File: src/rtl/core/assert_macros.svh
// Assertion macros shared by the list RTL.
// Depends on nothing; the bodies compile away when SYNTHESIS is defined.
`ifndef ASSERT_MACROS_SVH
`define ASSERT_MACROS_SVH
`ifndef SYNTHESIS
`define BUVL_ASSERT(label, clk, rst, prop) \
   label: assert property (@(posedge clk) disable iff (rst) prop) \
      else $error("assertion failed");
`define BUVL_ASSERT_NEVER(label, clk, rst, expr) \
   label: assert property (@(posedge clk) disable iff (rst) !(expr)) \
      else $error("forbidden condition seen");
`else
`define BUVL_ASSERT(label, clk, rst, prop)
`define BUVL_ASSERT_NEVER(label, clk, rst, expr)
`endif
`endif

File: src/rtl/core/buvl_pkg.sv
// Types and codes of the bounded unique value list.
// Depends on nothing; used by buvl_cell and the top level.
package buvl_pkg;

   localparam int VALUE_W = 32;

   localparam logic [1:0] OP_INSERT = 2'd0;
   localparam logic [1:0] OP_DELETE = 2'd1;
   localparam logic [1:0] OP_SEARCH = 2'd2;

   typedef enum logic [2:0] {
      ST_OK        = 3'd0,
      ST_PRESENT   = 3'd1,
      ST_FULL      = 3'd2,
      ST_NOT_FOUND = 3'd3,
      ST_EMPTY     = 3'd4
   } status_type;

   typedef struct packed {
      logic insert_en;
      logic delete_en;
   } cell_cmd_type;

endpackage

File: src/rtl/core/buvl_cell.sv
// One slot of the list: holds a value, compares it, takes a new word or the
// upper neighbor's word. Depends on buvl_pkg.
module buvl_cell #(
   parameter int IDX   = 0,
   parameter int CNT_W = 5,
   parameter int POS_W = 4
) (
   input  logic                                clock,
   input  buvl_pkg::cell_cmd_type              cmd,
   input  logic        [CNT_W-1:0]             count,
   input  logic        [POS_W-1:0]             hit_pos,
   input  logic signed [buvl_pkg::VALUE_W-1:0] value,
   input  logic signed [buvl_pkg::VALUE_W-1:0] upper_data,
   output logic signed [buvl_pkg::VALUE_W-1:0] slot_data,
   output logic                                match
);

   logic signed [buvl_pkg::VALUE_W-1:0] slot_ff;
   logic signed [buvl_pkg::VALUE_W-1:0] slot_in;

   assign slot_data = slot_ff;
   assign match     = (count > CNT_W'(IDX)) && (slot_ff == value);

   always_comb begin
      slot_in = slot_ff;
      if (cmd.insert_en && (count == CNT_W'(IDX))) begin
         slot_in = value;
      end else if (cmd.delete_en && (POS_W'(IDX) >= hit_pos)) begin
         slot_in = upper_data;
      end
   end

   always_ff @(posedge clock) begin
      slot_ff <= slot_in;
   end

endmodule

File: src/rtl/core/bounded_unique_value_list_top.sv
// Top level of the bounded unique value list: a row of slot cells,
// the fill count and the response register. Depends on buvl_pkg, buvl_cell.
//
//  channel | direction | handshake            | payload
//  req     | in        | req_valid/req_stall  | req_type, req_value
//  rsp     | out       | rsp_valid/rsp_stall  | rsp_status, rsp_position, rsp_fill_count
//
// One request per cycle while req_stall is low; the response is registered and shows in the cycle after acceptance.
// Each cell does one compare per cycle; the hit index and the shift on
// delete are settled in that same cycle.
// Reset clears the fill count and the response valid; slot contents are kept.
// req_stall rises only while a response waits and rsp_stall is high.
`include "assert_macros.svh"
module bounded_unique_value_list_top #(
   parameter int CAPACITY = 16
) (
   input  logic                                clock,
   input  logic                                reset,
   input  logic                                req_valid,
   output logic                                req_stall,
   input  logic        [1:0]                   req_type,
   input  logic signed [buvl_pkg::VALUE_W-1:0] req_value,
   output logic                                rsp_valid,
   input  logic                                rsp_stall,
   output logic        [2:0]                   rsp_status,
   output logic        [3:0]                   rsp_position,
   output logic        [4:0]                   rsp_fill_count
);

   localparam int CNT_W = $clog2(CAPACITY + 1);
   localparam int POS_W = $clog2(CAPACITY);

   logic [CNT_W-1:0] count_ff, count_in;
   logic             rsp_valid_ff, rsp_valid_in;
   logic [2:0]       rsp_status_ff, rsp_status_in;
   logic [3:0]       rsp_position_ff, rsp_position_in;
   logic [4:0]       rsp_fill_count_ff, rsp_fill_count_in;

   logic                                accept;
   logic                                full;
   logic                                empty;
   logic                                hit_any;
   logic [POS_W-1:0]                    hit_pos;
   logic [CAPACITY-1:0]                 match_vec;
   logic signed [buvl_pkg::VALUE_W-1:0] slot_vec [CAPACITY];
   buvl_pkg::cell_cmd_type              cmd;
   buvl_pkg::status_type                status;

   assign req_stall = rsp_valid_ff && rsp_stall;
   assign accept    = req_valid && !req_stall;
   assign full      = (count_ff >= CNT_W'(CAPACITY));
   assign empty     = (count_ff == '0);
   assign hit_any   = |match_vec;

   // values are distinct, so at most one cell matches
   always_comb begin
      hit_pos = '0;
      for (int i = 0; i < CAPACITY; i++) begin
         if (match_vec[i]) begin
            hit_pos = hit_pos | POS_W'(i);
         end
      end
   end

   genvar g;
   generate
      for (g = 0; g < CAPACITY; g++) begin : g_cell
         logic signed [buvl_pkg::VALUE_W-1:0] upper;
         if (g == CAPACITY - 1) begin : g_last
            assign upper = slot_vec[g];
         end else begin : g_mid
            assign upper = slot_vec[g+1];
         end
         buvl_cell #(
            .IDX   (g),
            .CNT_W (CNT_W),
            .POS_W (POS_W)
         ) u_cell (
            .clock      (clock),
            .cmd        (cmd),
            .count      (count_ff),
            .hit_pos    (hit_pos),
            .value      (req_value),
            .upper_data (upper),
            .slot_data  (slot_vec[g]),
            .match      (match_vec[g])
         );
      end
   endgenerate

   always_comb begin
      cmd           = '0;
      status        = buvl_pkg::ST_OK;
      rsp_position_in = '0;
      count_in      = count_ff;
      case (req_type)
         buvl_pkg::OP_INSERT: begin
            if (full) begin
               status = buvl_pkg::ST_FULL;
            end else if (hit_any) begin
               status = buvl_pkg::ST_PRESENT;
            end else begin
               cmd.insert_en   = accept;
               rsp_position_in = 4'(count_ff);
               count_in        = count_ff + CNT_W'(1);
            end
         end
         buvl_pkg::OP_DELETE: begin
            if (empty) begin
               status = buvl_pkg::ST_EMPTY;
            end else if (!hit_any) begin
               status = buvl_pkg::ST_NOT_FOUND;
            end else begin
               cmd.delete_en   = accept;
               rsp_position_in = 4'(hit_pos);
               count_in        = count_ff - CNT_W'(1);
            end
         end
         default: begin
            if (hit_any) begin
               rsp_position_in = 4'(hit_pos);
            end else begin
               status = buvl_pkg::ST_NOT_FOUND;
            end
         end
      endcase
      rsp_status_in     = status;
      rsp_fill_count_in = 5'(count_in);
      if (accept) begin
         rsp_valid_in = 1'b1;
      end else begin
         rsp_valid_in = rsp_valid_ff && rsp_stall;
      end
   end

   always_ff @(posedge clock) begin
      if (reset) begin
         count_ff     <= '0;
         rsp_valid_ff <= 1'b0;
      end else begin
         rsp_valid_ff <= rsp_valid_in;
         if (accept) begin
            count_ff <= count_in;
         end
      end
   end

   always_ff @(posedge clock) begin
      if (accept) begin
         rsp_status_ff     <= rsp_status_in;
         rsp_position_ff   <= rsp_position_in;
         rsp_fill_count_ff <= rsp_fill_count_in;
      end
   end

   assign rsp_valid      = rsp_valid_ff;
   assign rsp_status     = rsp_status_ff;
   assign rsp_position   = rsp_position_ff;
   assign rsp_fill_count = rsp_fill_count_ff;

   `BUVL_ASSERT_NEVER(a_count_bound, clock, reset, count_ff > CNT_W'(CAPACITY))
   `BUVL_ASSERT(a_unique_hit, clock, reset, $onehot0(match_vec))
   `BUVL_ASSERT(a_insert_grows, clock, reset, cmd.insert_en |=> count_ff == $past(count_ff) + CNT_W'(1))
   `BUVL_ASSERT(a_delete_shrinks, clock, reset, cmd.delete_en |=> count_ff == $past(count_ff) - CNT_W'(1))

endmodule

File: config.mk
export PLATFORM = sky130hd
export DESIGN_NAME = bounded_unique_value_list_top
export DESIGN_NICKNAME = d
export VERILOG_FILES = /design/src/rtl/core/buvl_pkg.sv /design/src/rtl/core/buvl_cell.sv /design/src/rtl/core/bounded_unique_value_list_top.sv
export VERILOG_INCLUDE_DIRS = /design/src /design/src/rtl/core
export SDC_FILE = /design/constraint.sdc
export NUM_CORES = 1
export LEC_CHECK = 0
export ABC_AREA = 1
export BUFFER_PORTS_ARGS = -buffer_cell sky130_fd_sc_hd__clkbuf_2
export CAP_MARGIN = 20
export CELL_PAD_IN_SITES_DETAIL_PLACEMENT = 0
export CELL_PAD_IN_SITES_GLOBAL_PLACEMENT = 1
export CORE_MARGIN = 2
export CORE_UTILIZATION = 35
export CTS_CLUSTER_DIAMETER = 30
export DETAILED_ROUTE_END_ITERATION = 6
export PLACE_DENSITY_LB_ADDON = 0.1
export SYNTH_ARGS = -nofsm -noshare
export SYNTH_HDL_FRONTEND = slang
export SYNTH_SLANG_ARGS = --single-unit
File: constraint.sdc
create_clock -name clock -period 4.51 [get_ports clock]
set_clock_uncertainty 0.15 [all_clocks]
set_input_delay 0.2255 -clock clock [delete_from_list [all_inputs] [get_ports clock]]
set_output_delay 0.2255 -clock clock [all_outputs]
set_load 0.02 [all_outputs]
==> metrics.md, run 1 <==
| Metric | Value |
|---|---|
| Mux contribution to synthesized area | `0` |
| Clk slew on worst S/H paths | `0.04 ns` |
| Root Buffer | `clkbuf_16` |
| Dpl ws | `0.152 ns` |
| Synth Area per Inst | `8.48 µm²` |
| Worst-path maximum fanout | `32` |
| WP data required | `4.79 ns` |
| DP HPWL | `103,000 µm` |
| HP Class | `in2reg` |
| Cell family with the largest share of critical-path delay | `simple AND/OR/NAND/NOR gates` |
| Initial Util | `0.353` |
| Main synth FF type | `edfxtp_1` |
| First-pass GRT wire length | `203,000 µm` |
| Hold WS | `0.0510 ns` |
| Inst Count DP | `4,925` |
| Synth Area in Compound Gates | `0.105` |
| Period utilization | `0.942` |
| IO Pins | `52` |
| Crit path kind | `reg2reg` |
| Fin cells | `5,255` |
| DR iter-0 viols | `3,082` |
| Seq. cell area | `15,900 µm²` |
| CP Buf/Inv Count | `3` |
| Worst path depth | `19` |
| Longest Clk Path Bufs | `3` |
| Share of the synthesized area in the top cell type | `0.495` |
| Worst setup path start | `count_ff[1]` |
| R2r startpoint | `count_ff[1]` |
| Chip width | `306 µm` |
| Crit-path slowest cell | `dfxtp_1` |
| Async SR Flop Fraction | `0` |
| Post-route DRC | `0` |
| Fin. Hold Viols | `0` |
| Pwr per Cell Area | `455 nW/µm²` |
| Cts bufs inserted | `158` |
| TritonCTS clock tree | `built` |
| Arrival time worst endpoint | `4.53 ns` |
| Worst-Skew Late Latency | `0.76 ns` |
| End point of the critical path | `g_cell[0].u_cell.slot_data[20]` |
| Adder-cell area share of the yosys netlist | `0.00236` |
| Post-synthesis cell type count | `45` |
| Synth-to-layout area growth | `24.3%` |
| Number of max-slew violations in the final report | `0` |
| Worst setup SP type | `flop` |
| Synth area leaders | `edfxtp_1 49%, nand2_1 16%, o21ai_1 6.3%` |
| Final WL | `144,000 µm` |
| Mapped Nets | `3,795` |
| Vias | `27,500` |
| Die Y-Extent | `306 µm` |
| Drt first pass iters | `5` |
| Post-synth EDFFs | `524` |
| Reg2reg end | `g_cell[0].u_cell.slot_data[20]` |
| Post-CTS Setup Bufs | `0` |
| Global route overflow | `0` |
| Crit path top cell by count | `nand2_1` |
| Footprint of the multi-input gates | `13,000 µm²` |
| Ant diodes | `0` |
| Total GRT Usage | `0.308` |
| Outcome | `finished clean` |
| Clk sinks | `530` |
| Layout fillers | `9,010` |
| Worst path cell trace | `inv_1 > ha_1 > nand2_1 > o21ai_1 > nor2_1 > nand4_1 > nor2_1 > nand3_1 > nand2_1 > nor2_1 > nand2_1 > nor2_2 > nor2_2 > buf_4 > nand2_1 > nor2_1 > nand2_1 > o21ai_4 > buf_12` |
| Top post-synthesis cells by count | `1,336 x nand2_1, 524 x edfxtp_1, 398 x o21ai_1, 326 x nor2_1, 254 x inv_1` |
| I/O Buffers | `51` |
| Synth area leader | `edfxtp_1` |
| Vias in the first global route | `26,800` |
| Min cycle time layout | `4.25 ns` |
| Core Area | `90,000 µm²` |
| Register-to-Register Path Depth | `19` |
| Largest net degree at the start of global routing | `65` |
| F_max | `235 MHz` |
| DR WL/cell | `27.5 µm` |
| Least-Margin Pin Slew | `0.736 ns` |
| Critical path's largest stage delay | `0.52 ns` |
| Max Cap Violations | `0` |
| Sequential area share after synthesis | `0.498` |
| Simple-Gate Fraction of Synth Area | `0.227` |
| Post-Syn Instances | `3,751` |
| Main combinational cell family by area after synthesis | `simple AND/OR/NAND/NOR gates` |
| Slew headroom | `0.509` |
| Via/cell ratio | `5.23` |
| Share of cells above drive strength 1 | `0.160` |
| Core Rows | `110` |
| RSZ-0062 raised after global routing | `false` |
| Initial antenna violation count | `6` |
| GP Congestion | `0.972` |
| Synthesized flop and latch total | `530` |
| Htree depth | `4` |
| Final setup viols | `0` |
| Synth warn | `0` |
| Top-count cell post-synth | `nand2_1` |
| R2R setup slack | `0.26 ns` |
| Die area | `93,300 µm²` |
| Synthesized cell area | `31,800 µm²` |
| Synth Area in XOR/XNOR | `0.0713` |
| Final worst slack | `0.263 ns` |
| Leak Pwr | `16.9 nW` |
| Final ANT Viol Nets | `0` |
| Net count, final | `3,990` |
| Kind of end point of the critical path | `flop` |
| Worst vdd ir | `0.000338 V` |
worst min-delay path by stage:
stage	depth (start not counted)	startpoint	end	slack, ns
2_1_floorplan	1	reset	rsp_valid	0.14
3_3_place_gp	2	rsp_valid	rsp_valid	0.33
3_5_place_dp	2	rsp_valid	rsp_valid	0.33
4_1_cts	4	req_value[23]	g_cell[14].u_cell.slot_data[23]	0.02
5_1_grt	4	req_value[23]	g_cell[14].u_cell.slot_data[23]	0.04
6_report	4	req_value[23]	g_cell[14].u_cell.slot_data[23]	0.05
what timing repair did:
action | in CTS | in global routing
endpoints found under the setup margin | 0 | 33
hold endpoints to repair | 133 | 0
resized for setup | 0 | 3
hold buffers | 37 | 0
placed cells by master (no fill, tap or decap), types with 5 or more instances in the layout:
| master | n |
|---|---|
| nand2_2 | 12 |
| nor3_1 | 7 |
| nand3b_1 | 5 |
| o21ai_1 | 396 |
| clkinv_1 | 32 |
| nor2_2 | 13 |
| edfxtp_1 | 524 |
| xor2_1 | 97 |
| clkbuf_1 | 17 |
| bufinv_16 | 25 |
| clkbuf_16 | 158 |
| o21ai_2 | 79 |
| clkinvlp_4 | 9 |
| inv_2 | 30 |
| inv_4 | 8 |
| a21oi_1 | 12 |
| nor2_1 | 322 |
| inv_6 | 6 |
| xnor2_1 | 162 |
| inv_1 | 254 |
| buf_4 | 134 |
| nand3_1 | 72 |
| clkinv_2 | 36 |
| clkbuf_2 | 51 |
| buf_12 | 49 |
| o21ai_0 | 109 |
| nor2_4 | 8 |
| nand2_1 | 1330 |
| dfxtp_1 | 5 |
| nand4_1 | 22 |
| dlygate4sd3_1 | 37 |
| nand3_2 | 12 |
| ha_1 | 6 |
cell type report:
class	count	share of cell area
clock buffer	178	0.103
clock inverter	115	0.0347
inverter	295	0.0287
multi-input combinational	2689	0.329
sequential	530	0.401
tap	1176	0.0372
timing repair buffer	272	0.0668
metal layers:
layer	global-route usage	wire [µm]	vias up
met5	0	13	-
met4	0.137	6490	2
met3	0.0567	10300	284
met2	0.497	67000	1113
met1	0.404	60700	13400
li1	-	-	12600
sequential cells by signal, summed over array words and instances (netlist names):
signal	flops
count_ff	5
rsp_valid	1
rsp_status	3
rsp_position	4
g_cell.u_cell.slot_data	512
rsp_fill_count	5
through the flow:
step	cell area (µm²)	setup TNS [ns]	util	power, mW
finish	39500	0	0.439	18.0
global route	39500	0	0.439	18.5
CTS	39500	0	0.439	18.1
detailed placement	33700	0	0.375	6.68
global placement	33700	-1.61	0.374	6.68
floorplan	31800	0	-	6.11
power by group:
group	internal, mW	switching, mW
combinational	0.344	0.871
sequential	5.40	0.0250
clock	7.85	3.51
worst reg2reg max path, cell delays in order, from the launching register on:
cell and delay, ns:
dfxtp_1 0.52, inv_1 0.28, ha_1 0.30, nand2_1 0.26
o21ai_1 0.12, nor2_1 0.27, nand4_1 0.15, nor2_1 0.12
nand3_1 0.23, nand2_1 0.16, nor2_1 0.06, nand2_1 0.06
nor2_2 0.05, nor2_2 0.10, buf_4 0.14, nand2_1 0.09
nor2_1 0.18, nand2_1 0.21, o21ai_4 0.22, buf_12 0.25
cell families (layout without fill, tap and decap cells):
logic type      Yosys count  in the layout
simple gates           1819           1819
compound gates          605            605
buf+inv                 532            860
flops                   530            530
xor+xnor                259            259
fa+ha+maj                 6              6
No activity file was read; power rests on OpenSTA's default activity.
==> inputs of run 2 (changes only) <==
--- a/config.mk
+++ b/config.mk
@@ -9,13 +9,10 @@
 export ABC_AREA = 1
 export BUFFER_PORTS_ARGS = -buffer_cell sky130_fd_sc_hd__clkbuf_2
 export CAP_MARGIN = 20
-export CELL_PAD_IN_SITES_DETAIL_PLACEMENT = 0
-export CELL_PAD_IN_SITES_GLOBAL_PLACEMENT = 1
 export CORE_MARGIN = 2
 export CORE_UTILIZATION = 35
 export CTS_CLUSTER_DIAMETER = 30
 export DETAILED_ROUTE_END_ITERATION = 6
-export PLACE_DENSITY_LB_ADDON = 0.1
 export SYNTH_ARGS = -nofsm -noshare
 export SYNTH_HDL_FRONTEND = slang
 export SYNTH_SLANG_ARGS = --single-unit
==> metrics.md, run 2 (synthesized netlist as in run 1, its figures left out) <==
| Metric | Value |
|---|---|
| Core Rows | `110 (unchanged)` |
| Critical path's largest stage delay | `0.58 ns (+0.06 ns)` |
| Largest net degree at the start of global routing | `65 (unchanged)` |
| Final worst slack | `0.137 ns (-0.126 ns)` |
| Clk slew on worst S/H paths | `0.05 ns (about the same)` |
| Longest Clk Path Bufs | `3 (unchanged)` |
| Share of cells above drive strength 1 | `0.139 (-0.0212)` |
| Leak Pwr | `16.0 nW (-5.5%)` |
| Worst-Skew Late Latency | `0.70 ns (-0.06 ns)` |
| Design Area, Final | `37,700 µm² (-4.5%)` |
| RSZ-0062 raised after global routing | `false` |
| TritonCTS clock tree | `built` |
| Commonest non-fill, non-tap cell in the layout | `nand2_1` |
| Most frequent cells in the layout | `1,329 x nand2_1, 524 x edfxtp_1, 397 x o21ai_1, 323 x nor2_1, 254 x inv_1` |
| Via/cell ratio | `5.30 (+1.5%)` |
| DP Area | `33,400 µm² (-1.1%)` |
| Outcome | `finished clean` |
| Core Area | `90,000 µm² (unchanged)` |
| DR WL/cell | `23.8 µm (-13%)` |
| Die area | `93,300 µm² (unchanged)` |
| Fin. Hold Viols | `0 (unchanged)` |
| DP HPWL | `87,200 µm (-15%)` |
| Crit-path slowest cell | `dfxtp_1` |
| Layout Utilization | `0.419 (-0.0199)` |
| Pwr per Cell Area | `404 nW/µm² (-11%)` |
| WP data required | `4.81 ns (+0.02 ns)` |
| Kind of end point of the critical path | `flop` |
| Vias in the first global route | `25,500 (-4.7%)` |
| Die Y-Extent | `306 µm (unchanged)` |
| Tot Pwr | `15.2 mW (-15%)` |
| Max Cap Violations | `0 (unchanged)` |
| Final WL | `123,000 µm (-15%)` |
| Total GRT Usage | `0.259 (-0.0496)` |
| I/O Buffers | `51 (unchanged)` |
| Fin Setup TNS | `0 ns (unchanged)` |
| Vias | `27,300 (-0.55%)` |
| Worst-path maximum fanout | `38 (+19%)` |
| Net count, final | `3,916 (-1.9%)` |
| Root Buffer | `clkbuf_16` |
| Arrival time worst endpoint | `4.67 ns (+0.14 ns)` |
| Least-Margin Pin Slew | `0.843 ns (+0.107 ns)` |
| Synth-to-layout area growth | `18.6%` |
| GP Congestion | `1.00 (+3.0%)` |
| First-pass GRT wire length | `175,000 µm (-13%)` |
| Cts bufs inserted | `119 (-25%)` |
| Worst setup path start | `count_ff[1]` |
| Slew headroom | `0.434 (-0.0751)` |
| Clk sinks | `530 (unchanged)` |
| F_max | `229 MHz (-2.9%)` |
| Min cycle time layout | `4.37 ns (+0.126 ns)` |
| Htree depth | `3 (-1)` |
| Post-route DRC | `0 (unchanged)` |
| Chip width | `306 µm (unchanged)` |
| Worst path cell trace | `ha_1 > inv_1 > nor2_4 > nand2_1 > nand2_1 > nor2_1 > nand3b_1 > nor2_2 > nor2_1 > nand2_2 > nor2_4 > nand2_4 > nor2_8 > nand2_8 > nor2_8 > inv_2 > buf_4 > o21ai_1` |
| HP Start | `req_value[23]` |
| Global route overflow | `0 (unchanged)` |
| Period utilization | `0.970 (+0.0279)` |
| IO Pins | `52 (unchanged)` |
| Initial antenna violation count | `6 (unchanged)` |
| Crit path kind | `reg2reg` |
| DR iter-0 viols | `3,243 (+5.2%)` |
| Dpl ws | `0.0845 ns (-0.0676 ns)` |
| Final setup viols | `0 (unchanged)` |
| Worst setup SP type | `flop` |
| Worst vdd ir | `0.000323 V (-4.4%)` |
| HP Class | `in2reg` |
| Final ANT Viol Nets | `0 (unchanged)` |
| Initial Util | `0.353 (unchanged)` |
| Number of max-slew violations in the final report | `0 (unchanged)` |
| Drt first pass iters | `6 (+1)` |
| Max FFs per register | `512 (unchanged)` |
| R2r startpoint | `count_ff[1]` |
run 2: changes by cell type in the layout (fill, tap and decap cells not counted), sizes merged:
| cell | before | now |
|---|---|---|
| buf | 184 | 150 |
| bufinv | 25 | 17 |
| clkbuf | 229 | 196 |
| clkinv | 75 | 50 |
| diode | 0 | 1 |
| dlygate4sd3 | 37 | 35 |
| inv | 301 | 297 |
| nor2 | 345 | 346 |
run 2: worst paths after layout:
check	endpoint	slack, ns	cells after the start
worst max register to register	g_cell[11].u_cell.slot_data[15]	0.14	18
worst min register to register	g_cell[12].u_cell.slot_data[23]	0.41	2
worst max-delay path	g_cell[11].u_cell.slot_data[15]	0.14	18
worst min-delay path	g_cell[15].u_cell.slot_data[23]	0.04	2
run 2: metrics by stage:
step                instances  hold slack (ns)
global route             5151          0.00286
CTS                      5149          0.00258
detailed placement       4891            0.334
finish                   5151           0.0359
floorplan                3751            0.145
global placement         4891            0.323
run 2: cell type report:
cell class                      instances  area (µm²)
Antenna cell                            1        2.50
Clock buffer                          145        3140
Clock inverter                         78         883
Fill cell                            8846       52300
Inverter                              295        1130
Multi-Input combinational cell       2690       13000
Sequential cell                       530       15900
Tap cell                             1176        1470
Timing Repair Buffer                  236        2240
run 2: layer usage:
layer | part of all wire | GRT usage | up-vias
met5 | 0.00021 | 0 | -
met4 | 0.061 | 0.139 | 4
met3 | 0.099 | 0.0591 | 352
met2 | 0.45 | 0.406 | 1577
met1 | 0.39 | 0.331 | 12900
li1 | - | - | 12500
run 2: worst max-delay path: cells and delay by family (launching register included):
kind | cells | cell delay [ns]
buffers and inverters | 3 | 0.43
AO/OA/AOI/OAI | 1 | 0.40
flip-flops | 1 | 0.58
adder cells (fa/ha/maj) | 1 | 0.28
AND/OR/NAND/NOR | 13 | 2.24
run 2: timing repair:
| action | in CTS | in global routing |
|---|---|---|
| resized for setup | 0 | 2 |
| endpoints found under the setup margin | 0 | 409 |
| hold buffers | 35 | 0 |
| buffers inserted | 0 | 0 |
| endpoints found under the hold margin | 87 | 0 |
run 2: power by group:
| part | switching, mW | internal, mW |
|---|---|---|
| clock | 2.86 | 5.86 |
| sequential | 0.0231 | 5.39 |
| combinational | 0.798 | 0.316 |
